[src/design/crc_keyed_message_dedup_store_top_assert.svh]
// assertion macros used by the dedup store back end
`ifndef CRC_KEYED_MESSAGE_DEDUP_STORE_TOP_ASSERT_SVH
`define CRC_KEYED_MESSAGE_DEDUP_STORE_TOP_ASSERT_SVH

// same-cycle implication, clocked on clk, quiet during reset
`define CDDS_ASSERT_IMPLY(label, ante, cons, msg) \
    label: assert property (@(posedge clk) disable iff (!rst_n) (ante) |-> (cons)) \
        else $error(msg);

// next-cycle implication, clocked on clk, quiet during reset
`define CDDS_ASSERT_NEXT(label, ante, cons, msg) \
    label: assert property (@(posedge clk) disable iff (!rst_n) (ante) |=> (cons)) \
        else $error(msg);

`endif

[src/design/cdds_pkg.sv]
`timescale 1ns / 1ps
// ----------------------------------------------------------------------------
// cdds_pkg
// shared types, constants and helper functions of the crc dedup store
// ----------------------------------------------------------------------------
package cdds_pkg;

    localparam int SLOTS       = 16;
    localparam int MAX_PAYLOAD = 256;

    localparam int SLOT_W    = (SLOTS > 1) ? $clog2(SLOTS) : 1;
    localparam int COUNT_W   = $clog2(MAX_PAYLOAD + 1);
    localparam int MEM_DEPTH = SLOTS * MAX_PAYLOAD;
    localparam int ADDR_W    = (MEM_DEPTH > 1) ? $clog2(MEM_DEPTH) : 1;

    localparam int BYTE_W  = 8;
    localparam int CRC_W   = 32;
    localparam int STAT_W  = 2;
    localparam int IDX_W   = 4;
    localparam int IDX_EXT_W = (SLOT_W > IDX_W) ? SLOT_W : IDX_W;

    localparam logic [CRC_W-1:0] CRC_POLY = 32'hEDB8_8320;
    localparam logic [CRC_W-1:0] CRC_INIT = 32'hFFFF_FFFF;

    localparam int QUEUE_DEPTH = 2;
    localparam int QPTR_W      = (QUEUE_DEPTH > 1) ? $clog2(QUEUE_DEPTH) : 1;
    localparam int QCNT_W      = $clog2(QUEUE_DEPTH + 1);

    typedef enum logic [STAT_W-1:0] {
        ST_ACK     = 2'd0,
        ST_SEEN    = 2'd1,
        ST_NOMEM   = 2'd2,
        ST_INVALID = 2'd3
    } status_t;

    typedef enum logic [1:0] {
        BK_IDLE,
        BK_COMPARE,
        BK_COMMIT
    } back_state_t;

    // one finished message handed from front to back
    typedef struct packed {
        logic               invalid;
        logic [CRC_W-1:0]   id;
        logic [COUNT_W-1:0] len;
    } req_t;

    // back end status seen by the front end
    typedef struct packed {
        logic             pending;
        logic [SLOTS-1:0] used;
    } back_stat_t;

    typedef struct packed {
        logic              found;
        logic [SLOT_W-1:0] idx;
    } pick_t;

    // reflected crc-32 update by one byte
    function automatic logic [CRC_W-1:0] crc_byte(input logic [CRC_W-1:0] crc,
                                                  input logic [BYTE_W-1:0] b);
        logic [CRC_W-1:0] c;
        c = crc ^ {{(CRC_W-BYTE_W){1'b0}}, b};
        for (int k = 0; k < BYTE_W; k++) begin
            c = c[0] ? ((c >> 1) ^ CRC_POLY) : (c >> 1);
        end
        return c;
    endfunction

    // lowest set bit of a slot vector
    function automatic pick_t find_first(input logic [SLOTS-1:0] vec);
        pick_t r;
        r = '0;
        for (int i = SLOTS - 1; i >= 0; i--) begin
            if (vec[i]) begin
                r.found = 1'b1;
                r.idx   = SLOT_W'(i);
            end
        end
        return r;
    endfunction

    // slot number reported modulo 16
    function automatic logic [IDX_W-1:0] to_index(input logic [SLOT_W-1:0] idx);
        logic [IDX_EXT_W-1:0] wide;
        wide = IDX_EXT_W'(idx);
        return wide[IDX_W-1:0];
    endfunction

endpackage

[src/design/cdds_in_if.sv]
`timescale 1ns / 1ps
// ----------------------------------------------------------------------------
// cdds_in_if
// byte stream channel into the dedup store
// ----------------------------------------------------------------------------
interface cdds_in_if;
    import cdds_pkg::*;

    logic              valid;
    logic              ready;
    logic [BYTE_W-1:0] payload_byte;
    logic              byte_present;
    logic              last_byte;

    modport source (output valid, output payload_byte, output byte_present,
                    output last_byte, input ready);
    modport sink   (input valid, input payload_byte, input byte_present,
                    input last_byte, output ready);
endinterface

[src/design/cdds_out_if.sv]
`timescale 1ns / 1ps
// ----------------------------------------------------------------------------
// cdds_out_if
// result channel out of the dedup store
// ----------------------------------------------------------------------------
interface cdds_out_if;
    import cdds_pkg::*;

    logic              valid;
    logic              ready;
    logic [STAT_W-1:0] status;
    logic [CRC_W-1:0]  message_id;
    logic [IDX_W-1:0]  slot_index;

    modport source (output valid, output status, output message_id,
                    output slot_index, input ready);
    modport sink   (input valid, input status, input message_id,
                    input slot_index, output ready);
endinterface

[src/design/cdds_front.sv]
`timescale 1ns / 1ps
// ----------------------------------------------------------------------------
// cdds_front
// takes message bytes, runs the crc, stores payload, emits message requests
// ----------------------------------------------------------------------------
module cdds_front (
    input  logic                 clk,
    input  logic                 rst_n,
    cdds_in_if.sink              msg,
    input  cdds_pkg::back_stat_t stat,
    input  logic                 req_full,
    output logic                 req_push,
    output cdds_pkg::req_t       req
);
    import cdds_pkg::*;

    logic [CRC_W-1:0]   crc_reg, crc_next;
    logic [COUNT_W-1:0] count_reg, count_next;
    logic               ovf_reg, ovf_next;

    logic [CRC_W-1:0]   crc_upd;
    logic [COUNT_W-1:0] count_upd;
    logic               ovf_upd;
    logic               in_range;
    logic               accept;
    pick_t              free_slot;
    logic               wr_en;
    logic [ADDR_W-1:0]  wr_addr;

    logic [BYTE_W-1:0]  payload_mem [MEM_DEPTH];

    // hold off while the back end still owns slot state
    assign msg.ready = !stat.pending && !req_full;
    assign accept    = msg.valid && msg.ready;

    always_comb
    begin
        in_range  = (count_reg < COUNT_W'(MAX_PAYLOAD));
        crc_upd   = msg.byte_present ? crc_byte(crc_reg, msg.payload_byte) : crc_reg;
        count_upd = (msg.byte_present && in_range) ? count_reg + COUNT_W'(1) : count_reg;
        ovf_upd   = ovf_reg | (msg.byte_present && !in_range);
        free_slot = find_first(~stat.used);
        wr_en     = accept && msg.byte_present && in_range && free_slot.found;
        wr_addr   = ADDR_W'(free_slot.idx) * ADDR_W'(MAX_PAYLOAD) + ADDR_W'(count_reg);

        req.invalid = (count_upd == '0) || ovf_upd;
        req.id      = req.invalid ? '0 : ~crc_upd;
        req.len     = count_upd;
        req_push    = accept && msg.last_byte;

        crc_next   = crc_reg;
        count_next = count_reg;
        ovf_next   = ovf_reg;
        if (accept) begin
            if (msg.last_byte) begin
                crc_next   = CRC_INIT;
                count_next = '0;
                ovf_next   = 1'b0;
            end else begin
                crc_next   = crc_upd;
                count_next = count_upd;
                ovf_next   = ovf_upd;
            end
        end
    end

    always_ff @(posedge clk or negedge rst_n)
    begin
        if (!rst_n) begin
            crc_reg   <= CRC_INIT;
            count_reg <= '0;
            ovf_reg   <= 1'b0;
        end else begin
            crc_reg   <= crc_next;
            count_reg <= count_next;
            ovf_reg   <= ovf_next;
        end
    end

    always_ff @(posedge clk)
    begin
        if (wr_en) begin
            payload_mem[wr_addr] <= msg.payload_byte;
        end
    end

endmodule

[src/design/cdds_queue.sv]
`timescale 1ns / 1ps
// ----------------------------------------------------------------------------
// cdds_queue
// short fifo of finished messages between front and back end
// ----------------------------------------------------------------------------
module cdds_queue (
    input  logic           clk,
    input  logic           rst_n,
    input  logic           push,
    input  cdds_pkg::req_t push_data,
    input  logic           pop,
    output cdds_pkg::req_t pop_data,
    output logic           full,
    output logic           empty
);
    import cdds_pkg::*;

    req_t               entry_reg [QUEUE_DEPTH];
    logic [QPTR_W-1:0]  wr_ptr_reg, wr_ptr_next;
    logic [QPTR_W-1:0]  rd_ptr_reg, rd_ptr_next;
    logic [QCNT_W-1:0]  cnt_reg, cnt_next;
    logic               do_push, do_pop;

    assign full     = (cnt_reg == QCNT_W'(QUEUE_DEPTH));
    assign empty    = (cnt_reg == '0);
    assign do_push  = push && !full;
    assign do_pop   = pop && !empty;
    assign pop_data = entry_reg[rd_ptr_reg];

    always_comb
    begin
        wr_ptr_next = wr_ptr_reg;
        rd_ptr_next = rd_ptr_reg;
        cnt_next    = cnt_reg;
        if (do_push) begin
            wr_ptr_next = (wr_ptr_reg == QPTR_W'(QUEUE_DEPTH - 1)) ? '0
                                                                   : wr_ptr_reg + QPTR_W'(1);
        end
        if (do_pop) begin
            rd_ptr_next = (rd_ptr_reg == QPTR_W'(QUEUE_DEPTH - 1)) ? '0
                                                                   : rd_ptr_reg + QPTR_W'(1);
        end
        if (do_push && !do_pop) begin
            cnt_next = cnt_reg + QCNT_W'(1);
        end else if (do_pop && !do_push) begin
            cnt_next = cnt_reg - QCNT_W'(1);
        end
    end

    always_ff @(posedge clk or negedge rst_n)
    begin
        if (!rst_n) begin
            wr_ptr_reg <= '0;
            rd_ptr_reg <= '0;
            cnt_reg    <= '0;
        end else begin
            wr_ptr_reg <= wr_ptr_next;
            rd_ptr_reg <= rd_ptr_next;
            cnt_reg    <= cnt_next;
        end
    end

    always_ff @(posedge clk)
    begin
        if (do_push) begin
            entry_reg[wr_ptr_reg] <= push_data;
        end
    end

endmodule

[src/design/cdds_back.sv]
`timescale 1ns / 1ps
// ----------------------------------------------------------------------------
// cdds_back
// slot table: duplicate search, slot allocation and result register
// ----------------------------------------------------------------------------
`include "crc_keyed_message_dedup_store_top_assert.svh"

module cdds_back (
    input  logic                  clk,
    input  logic                  rst_n,
    input  cdds_pkg::req_t        head,
    input  logic                  q_empty,
    output logic                  q_pop,
    output cdds_pkg::back_stat_t  stat,
    cdds_out_if.source            result
);
    import cdds_pkg::*;

    back_state_t        state_reg, state_next;
    req_t               cur_reg;
    logic [SLOTS-1:0]   match_reg, match_next;
    logic [SLOTS-1:0]   used_reg, used_next;
    logic [CRC_W-1:0]   slot_id_reg  [SLOTS];
    logic [COUNT_W-1:0] slot_len_reg [SLOTS];

    logic               out_valid_reg, out_valid_next;
    status_t            out_status_reg;
    logic [CRC_W-1:0]   out_id_reg;
    logic [IDX_W-1:0]   out_idx_reg;

    pick_t              hit, free_slot;
    logic               load_cur, load_match, commit, store_fire;
    status_t            dec_status;
    logic [CRC_W-1:0]   dec_id;
    logic [SLOT_W-1:0]  dec_idx;

    always_comb
    begin
        for (int i = 0; i < SLOTS; i++) begin
            match_next[i] = used_reg[i] && (slot_id_reg[i] == cur_reg.id);
        end
    end

    // outcome of the message sitting in the commit step
    always_comb
    begin
        hit        = find_first(match_reg);
        free_slot  = find_first(~used_reg);
        dec_status = ST_NOMEM;
        dec_id     = cur_reg.id;
        dec_idx    = '0;
        if (cur_reg.invalid) begin
            dec_status = ST_INVALID;
            dec_id     = '0;
        end else if (hit.found) begin
            dec_status = ST_SEEN;
            dec_idx    = hit.idx;
        end else if (free_slot.found) begin
            dec_status = ST_ACK;
            dec_idx    = free_slot.idx;
        end
    end

    always_comb
    begin
        state_next = state_reg;
        q_pop      = 1'b0;
        load_cur   = 1'b0;
        load_match = 1'b0;
        commit     = 1'b0;
        case (state_reg)
            BK_IDLE:
            begin
                if (!q_empty) begin
                    q_pop      = 1'b1;
                    load_cur   = 1'b1;
                    state_next = BK_COMPARE;
                end
            end
            BK_COMPARE:
            begin
                load_match = 1'b1;
                state_next = BK_COMMIT;
            end
            BK_COMMIT:
            begin
                if (!out_valid_reg || result.ready) begin
                    commit     = 1'b1;
                    state_next = BK_IDLE;
                end
            end
            default:
            begin
                state_next = BK_IDLE;
            end
        endcase

        store_fire = commit && (dec_status == ST_ACK);

        used_next = used_reg;
        if (store_fire) begin
            used_next[dec_idx] = 1'b1;
        end

        if (commit) begin
            out_valid_next = 1'b1;
        end else if (result.ready) begin
            out_valid_next = 1'b0;
        end else begin
            out_valid_next = out_valid_reg;
        end
    end

    always_ff @(posedge clk or negedge rst_n)
    begin
        if (!rst_n) begin
            state_reg     <= BK_IDLE;
            used_reg      <= '0;
            out_valid_reg <= 1'b0;
        end else begin
            state_reg     <= state_next;
            used_reg      <= used_next;
            out_valid_reg <= out_valid_next;
        end
    end

    always_ff @(posedge clk)
    begin
        if (load_cur) begin
            cur_reg <= head;
        end
        if (load_match) begin
            match_reg <= match_next;
        end
        if (store_fire) begin
            slot_id_reg[dec_idx]  <= cur_reg.id;
            slot_len_reg[dec_idx] <= cur_reg.len;
        end
        if (commit) begin
            out_status_reg <= dec_status;
            out_id_reg     <= dec_id;
            out_idx_reg    <= to_index(dec_idx);
        end
    end

    assign stat.pending = (state_reg != BK_IDLE) || !q_empty;
    assign stat.used    = used_reg;

    assign result.valid      = out_valid_reg;
    assign result.status     = out_status_reg;
    assign result.message_id = out_id_reg;
    assign result.slot_index = out_idx_reg;

    `CDDS_ASSERT_NEXT(a_store_adds_one, store_fire,
        $countones(used_reg) == $past($countones(used_reg)) + 1,
        "ack did not mark exactly one new slot")
    `CDDS_ASSERT_NEXT(a_used_only_on_store, !store_fire,
        used_reg == $past(used_reg),
        "slot used marks changed without an ack")
    `CDDS_ASSERT_IMPLY(a_hit_is_live, (state_reg == BK_COMMIT) && hit.found,
        used_reg[hit.idx] && (slot_id_reg[hit.idx] == cur_reg.id),
        "duplicate hit points at a slot that does not hold the id")

endmodule

[src/design/crc_keyed_message_dedup_store_top.sv]
`timescale 1ns / 1ps
// ----------------------------------------------------------------------------
// crc_keyed_message_dedup_store_top
// crc-32 keyed message store that reports new, duplicate, full or bad messages
// ----------------------------------------------------------------------------
//
//  channel   dir  fields                                   one transaction
//  -------   ---  ---------------------------------------  ---------------------
//  msg       in   payload_byte, byte_present, last_byte    one message item
//  result    out  status, message_id, slot_index           one message outcome
//
//  cycles: one item per cycle inside a message; after the item that carries
//    last_byte the input holds off through queue pop, id compare against
//    all slots and commit while the slot table settles
//  the commit waits for the result register, so a result not taken adds
//    its wait to that hold-off; the next message's first item is still taken
//    while the result sits unclaimed
//  reset: asynchronous, sets the crc to CRC_INIT, clears the counters, queue and every slot used
//    mark at once; slot ids, lengths and payload bytes are left as they are
//
module crc_keyed_message_dedup_store_top (
    input  logic       clk,
    input  logic       rst_n,
    cdds_in_if.sink    msg,
    cdds_out_if.source result
);
    import cdds_pkg::*;

    // front to queue
    req_t       fr_req;
    logic       fr_push;

    // queue to back
    req_t       q_head;
    logic       q_full;
    logic       q_empty;
    logic       q_pop;

    // back end status fed to the front end (used marks, work outstanding)
    back_stat_t bk_stat;

    // front end: crc per byte, byte counting, payload write into first free slot
    cdds_front u_front (
        .clk      (clk),
        .rst_n    (rst_n),
        .msg      (msg),
        .stat     (bk_stat),
        .req_full (q_full),
        .req_push (fr_push),
        .req      (fr_req)
    );

    // finished messages wait here for the slot table
    cdds_queue u_queue (
        .clk       (clk),
        .rst_n     (rst_n),
        .push      (fr_push),
        .push_data (fr_req),
        .pop       (q_pop),
        .pop_data  (q_head),
        .full      (q_full),
        .empty     (q_empty)
    );

    // back end: duplicate search, slot allocation, result register
    cdds_back u_back (
        .clk     (clk),
        .rst_n   (rst_n),
        .head    (q_head),
        .q_empty (q_empty),
        .q_pop   (q_pop),
        .stat    (bk_stat),
        .result  (result)
    );

endmodule
[src/flat_wrapper.sv]
// flat-port wrapper written by rule: the top's interface ports become plain ports
module crc_keyed_message_dedup_store_top_flat import cdds_pkg::*;
  (clk, rst_n, msg_valid, msg_payload_byte, msg_byte_present, msg_last_byte, msg_ready, result_valid, result_status, result_message_id, result_slot_index, result_ready);
  cdds_in_if msg_i ();
  cdds_out_if result_i ();
  input  logic clk;
  input  logic rst_n;
  input wire logic [$bits(msg_i.valid)-1:0] msg_valid;
  input wire logic [$bits(msg_i.payload_byte)-1:0] msg_payload_byte;
  input wire logic [$bits(msg_i.byte_present)-1:0] msg_byte_present;
  input wire logic [$bits(msg_i.last_byte)-1:0] msg_last_byte;
  output wire logic [$bits(msg_i.ready)-1:0] msg_ready;
  output wire logic [$bits(result_i.valid)-1:0] result_valid;
  output wire logic [$bits(result_i.status)-1:0] result_status;
  output wire logic [$bits(result_i.message_id)-1:0] result_message_id;
  output wire logic [$bits(result_i.slot_index)-1:0] result_slot_index;
  input wire logic [$bits(result_i.ready)-1:0] result_ready;
  assign msg_i.valid = msg_valid;
  assign msg_i.payload_byte = msg_payload_byte;
  assign msg_i.byte_present = msg_byte_present;
  assign msg_i.last_byte = msg_last_byte;
  assign msg_ready = msg_i.ready;
  assign result_valid = result_i.valid;
  assign result_status = result_i.status;
  assign result_message_id = result_i.message_id;
  assign result_slot_index = result_i.slot_index;
  assign result_i.ready = result_ready;
  crc_keyed_message_dedup_store_top u_core (.clk(clk), .rst_n(rst_n), .msg(msg_i), .result(result_i));
endmodule
[config.mk]
export PLATFORM = sky130hd
export DESIGN_NAME = crc_keyed_message_dedup_store_top_flat
export DESIGN_NICKNAME = d
export VERILOG_FILES = /design/src/design/cdds_pkg.sv /design/src/design/cdds_in_if.sv /design/src/design/cdds_out_if.sv /design/src/design/cdds_front.sv /design/src/design/cdds_queue.sv /design/src/design/cdds_back.sv /design/src/design/crc_keyed_message_dedup_store_top.sv /design/src/flat_wrapper.sv
export VERILOG_INCLUDE_DIRS = /design/src /design/src/design
export SDC_FILE = /design/constraint.sdc
export NUM_CORES = 1
export LEC_CHECK = 0
export BUFFER_PORTS_ARGS = -buffer_cell sky130_fd_sc_hd__clkbuf_2
export CAP_MARGIN = 20
export CORE_ASPECT_RATIO = 0.75
export CORE_UTILIZATION = 45
export DETAILED_ROUTE_END_ITERATION = 7
export GPL_TIMING_DRIVEN = 0
export SYNTH_ARGS = -nofsm -noshare
export SYNTH_HDL_FRONTEND = slang
export SYNTH_SLANG_ARGS = --single-unit
[constraint.sdc]
create_clock -name clk -period 7.7 [get_ports clk]
set_input_delay 0 -clock clk [delete_from_list [all_inputs] [get_ports clk]]
set_output_delay 0 -clock clk [all_outputs]
set_load 0.005 [all_outputs]
==> metrics.md <==
| Metric | Value |
|---|---|
| Status | `finished clean` |
| Cell area after synthesis | `0.03094 mm²` |
| Area Overhead vs Synth | `17.36%` |
| Root Driver | `clkbuf_16` |
| Initial antenna violation count | `5` |
| Worst-skew pair later-pin latency | `between 0.6 and 0.7 ns` |
| Part of the Yosys area used for sequential elements | `69.92%` |
| Worst-path clk slew | `0.06 ns` |
| Final ANT Viol Nets | `0` |
| Max clock buf depth | `3` |
| Total routing usage reported by global routing | `26.41%` |
| IR drop worst, VDD | `approximately 0.21 mV` |
| Initial Utilization | `a little under half` |
| Kind of critical path | `reg2reg` |
| CTS tree | `built` |
| Pwr Total | `14.66 mW` |
| Fillers | `~5400` |
| Slowest-stage cell, CP | `edfxtp_1` |
| Maxcap violations | `0` |
| Count leader, synth | `edfxtp_1` |
| Top FF cell, synth | `edfxtp_1` |
| Post-Syn Nets | `2002` |
| Slew Limit Fails | `0` |
| Worst Setup End Kind | `flop` |
| Dpl hpwl | `between 60 and 70 mm` |
| CP Buf/Inv Count | `2` |
| Pre-CTS setup slack | `2.533 ns` |
| Final Critical Period | `5.377 ns` |
| Die height | `229.1 µm` |
| Pleak | `11.60 nW` |
| H-tree depth | `3` |
| Core area | `0.06741 mm²` |
| Clock Skew | `0.02517 ns` |
| Worst-path maximum fanout | `17` |
| DRC viols | `0` |
| EDFF count, synth | `665` |
| IO Pins | `54` |
| Cell family with most CP delay | `simple AND/OR/NAND/NOR gates` |
| Worst r2r path cells | `7` |
| Worst hold stages | `4` |
| Vias in the first global route | `~17000` |
| Syn_area_per_cell | `15.58 µm²` |
| Synth area leader | `edfxtp_1` |
| Layout cells sized above 1 | `~16%` |
| Worst slew pin tran | `between 1 and 1.5 ns` |
| GRT Residual Overflow | `0` |
| Synth top cells by count | `edfxtp_1 (665), xnor2_1 (468), nand4_1 (117)` |
| Post-Route Setup TNS | `0 ns` |
| Critical-path cell list | `clkbuf_1 -> clkbuf_1 -> xnor2_1 -> nand4_1 -> nor4_1 -> nand4_1 -> nor4_1` |
| Worst Hold Class | `in2reg` |
| Top post-synthesis cells by area | `edfxtp_1 (65%), xnor2_1 (13%), xor2_1 (2.9%)` |
| Max reg flops | `512` |
| R2r setup slk | `2.32 ns` |
| DRT iter0 DRCs | `2361` |
| Fmax | `186.0 MHz` |
| DRT Pass-1 Iters | `5` |
| Yosys top cell area share | `between 60 and 70%` |
| IO Port Bufs | `52` |
| Rows | `between 80 and 90` |
| Synth warn | `0` |
| Crit path depth | `7` |
| Slew margin rel. | `between 10% and 20%` |
| Dpl cell area | `roughly 0.034 mm²` |
| Routed len/inst | `29.14 µm` |
| FFs w/ async S/R, synth | `between 8 and 9%` |
| First-pass GRT wire length | `approximately 130 mm` |
| Mapped Cells | `~2000` |
| Final number of setup-violating endpoints | `0` |
| Final instance area | `0.03632 mm²` |
| Vias per cell | `approximately 5.8` |
| Final worst setup slack | `2.323 ns` |
| Die span in x | `304.8 µm` |
| Library cells used by synthesis | `60` |
| GP Congestion | `slightly above 0.9` |
| Post-synthesis register bit count | `730` |
| Final hold vios | `0` |
| Post-CTS Resized | `0` |
| Die area | `0.06983 mm²` |
| Power Density | `just over 400 mW/mm²` |
| Fin nets | `2230` |
| Critical Path AT | `around 5.7 ns` |
| Clock sinks | `730` |
| CP startpoint kind | `flop` |
| Period utilisation layout | `69.83%` |
| Largest net degree at the start of global routing | `37` |
| CTS Buf Count | `73` |
| Worst EP required | `7.99 ns` |
| Final wirelength | `between 90 and 100 mm` |
| RSZ-0062 raised after global routing | `no` |
| Vias | `roughly 18000` |
| Postcts setup bufs | `0` |
| Slowest stage delay, CP | `1.09 ns` |
-- worst paths after layout --
kind / startpoint / endpoint
worst max-delay path: u_core.u_back.cur_reg[34]$_DFFE_PP_ / u_core.u_back.match_reg[4]$_DFFE_PN_
worst min-delay path: msg_payload_byte[7] / u_core.u_front.crc_reg[9]$_DFFE_PN1P_
worst max register to register: u_core.u_back.cur_reg[34]$_DFFE_PP_ / u_core.u_back.match_reg[4]$_DFFE_PN_
worst min register to register: u_core.u_front.crc_reg[5]$_DFFE_PN1P_ / u_core.u_front.crc_reg[5]$_DFFE_PN1P_
max in group asynchronous: rst_n / u_core.u_front.count_reg[8]$_DFFE_PN0P_
min in group asynchronous: rst_n / u_core.u_front.crc_reg[14]$_DFFE_PN1P_
-- kinds of logic (layout without fill, tap and decap cells) --
logic type / Yosys count / in the layout / share of synthesized area (%)
AO/OA/AOI/OAI: 128 / 128 / 2.851
XOR/XNOR: 587 / 587 / 17.23
AND/OR/NAND/NOR: 378 / 378 / 6.987
buffers and inverters: 124 / 409 / 1.597
multiplexers: 37 / 37 / 1.338
other: 0 / 1 / 0
adder cells (fa/ha/maj): 2 / 2 / 0.08085
flip-flops: 730 / 730 / 69.92
-- where the power goes --
part / switching [mW] / internal (mW)
logic: 3.08 / 1.96
clock network: 1.51 / 2.12
registers: 0.770 / 5.22
-- layout by cell type, fill, tap and decap left out, types with 18 or more instances in the layout --
cell / instances
inv_1: 25
o31ai_1: 19
dfrtp_1: 33
clkbuf_2: 54
nand3_1: 22
a21oi_1: 30
mux2_2: 34
nand2_1: 18
nand4_1: 117
clkbuf_1: 105
nor2b_1: 57
buf_8: 30
dfstp_2: 32
o22a_1: 20
nor2_1: 47
clkbuf_16: 78
nor4_1: 58
xor2_1: 104
xnor2_1: 468
edfxtp_1: 665
a211oi_1: 20
buf_6: 39
-- per-stage QoR --
stage                     hold WS, ns  util, %  cells
after floorplan               -0.2956        -   1986
final                         0.04347    53.88   3154
after global placement         0.3084    47.93   2920
after global routing          0.06913    53.87   3153
after CTS                     0.01777    53.68   3144
after detailed placement      0.05583    49.94   3002
-- per-layer routing --
metal  up-vias  share of wire (%)  GRT usage (%)
met2      1017                 44          39.51
met3       102                 11          4.414
met1      9461                 44          40.63
li1       7768                  -              -
met4         0                1.6          5.098
met5         -                  0              0
-- layout make-up --
cell class	count	area (µm²)	share of cell area, %
flip-flops and latches	730	21640	59.57
well taps	882	1104	3.039
plain buffers	98	399.1	1.099
clock buffers	103	2076	5.716
diodes	1	2.502	0.006890
clock inverters	29	342.8	0.9440
repair buffers	153	1740	4.792
inverters	26	97.59	0.2687
multi-input cells	1132	8920	24.56
-- repair_timing --
action | CTS | global route
hold endpoints to repair | 97 | 0
endpoints found under the setup margin | 0 | 0
hold buffers | 10 | 0
-- worst register-to-register path, cell delays in order (launching register included) --
cell	delay, ns
edfxtp_1	1.09
clkbuf_1	0.67
clkbuf_1	0.94
xnor2_1	0.20
nand4_1	0.13
nor4_1	0.61
nand4_1	0.49
nor4_1	0.91
Note: power is estimated with default switching activity, not from simulation.
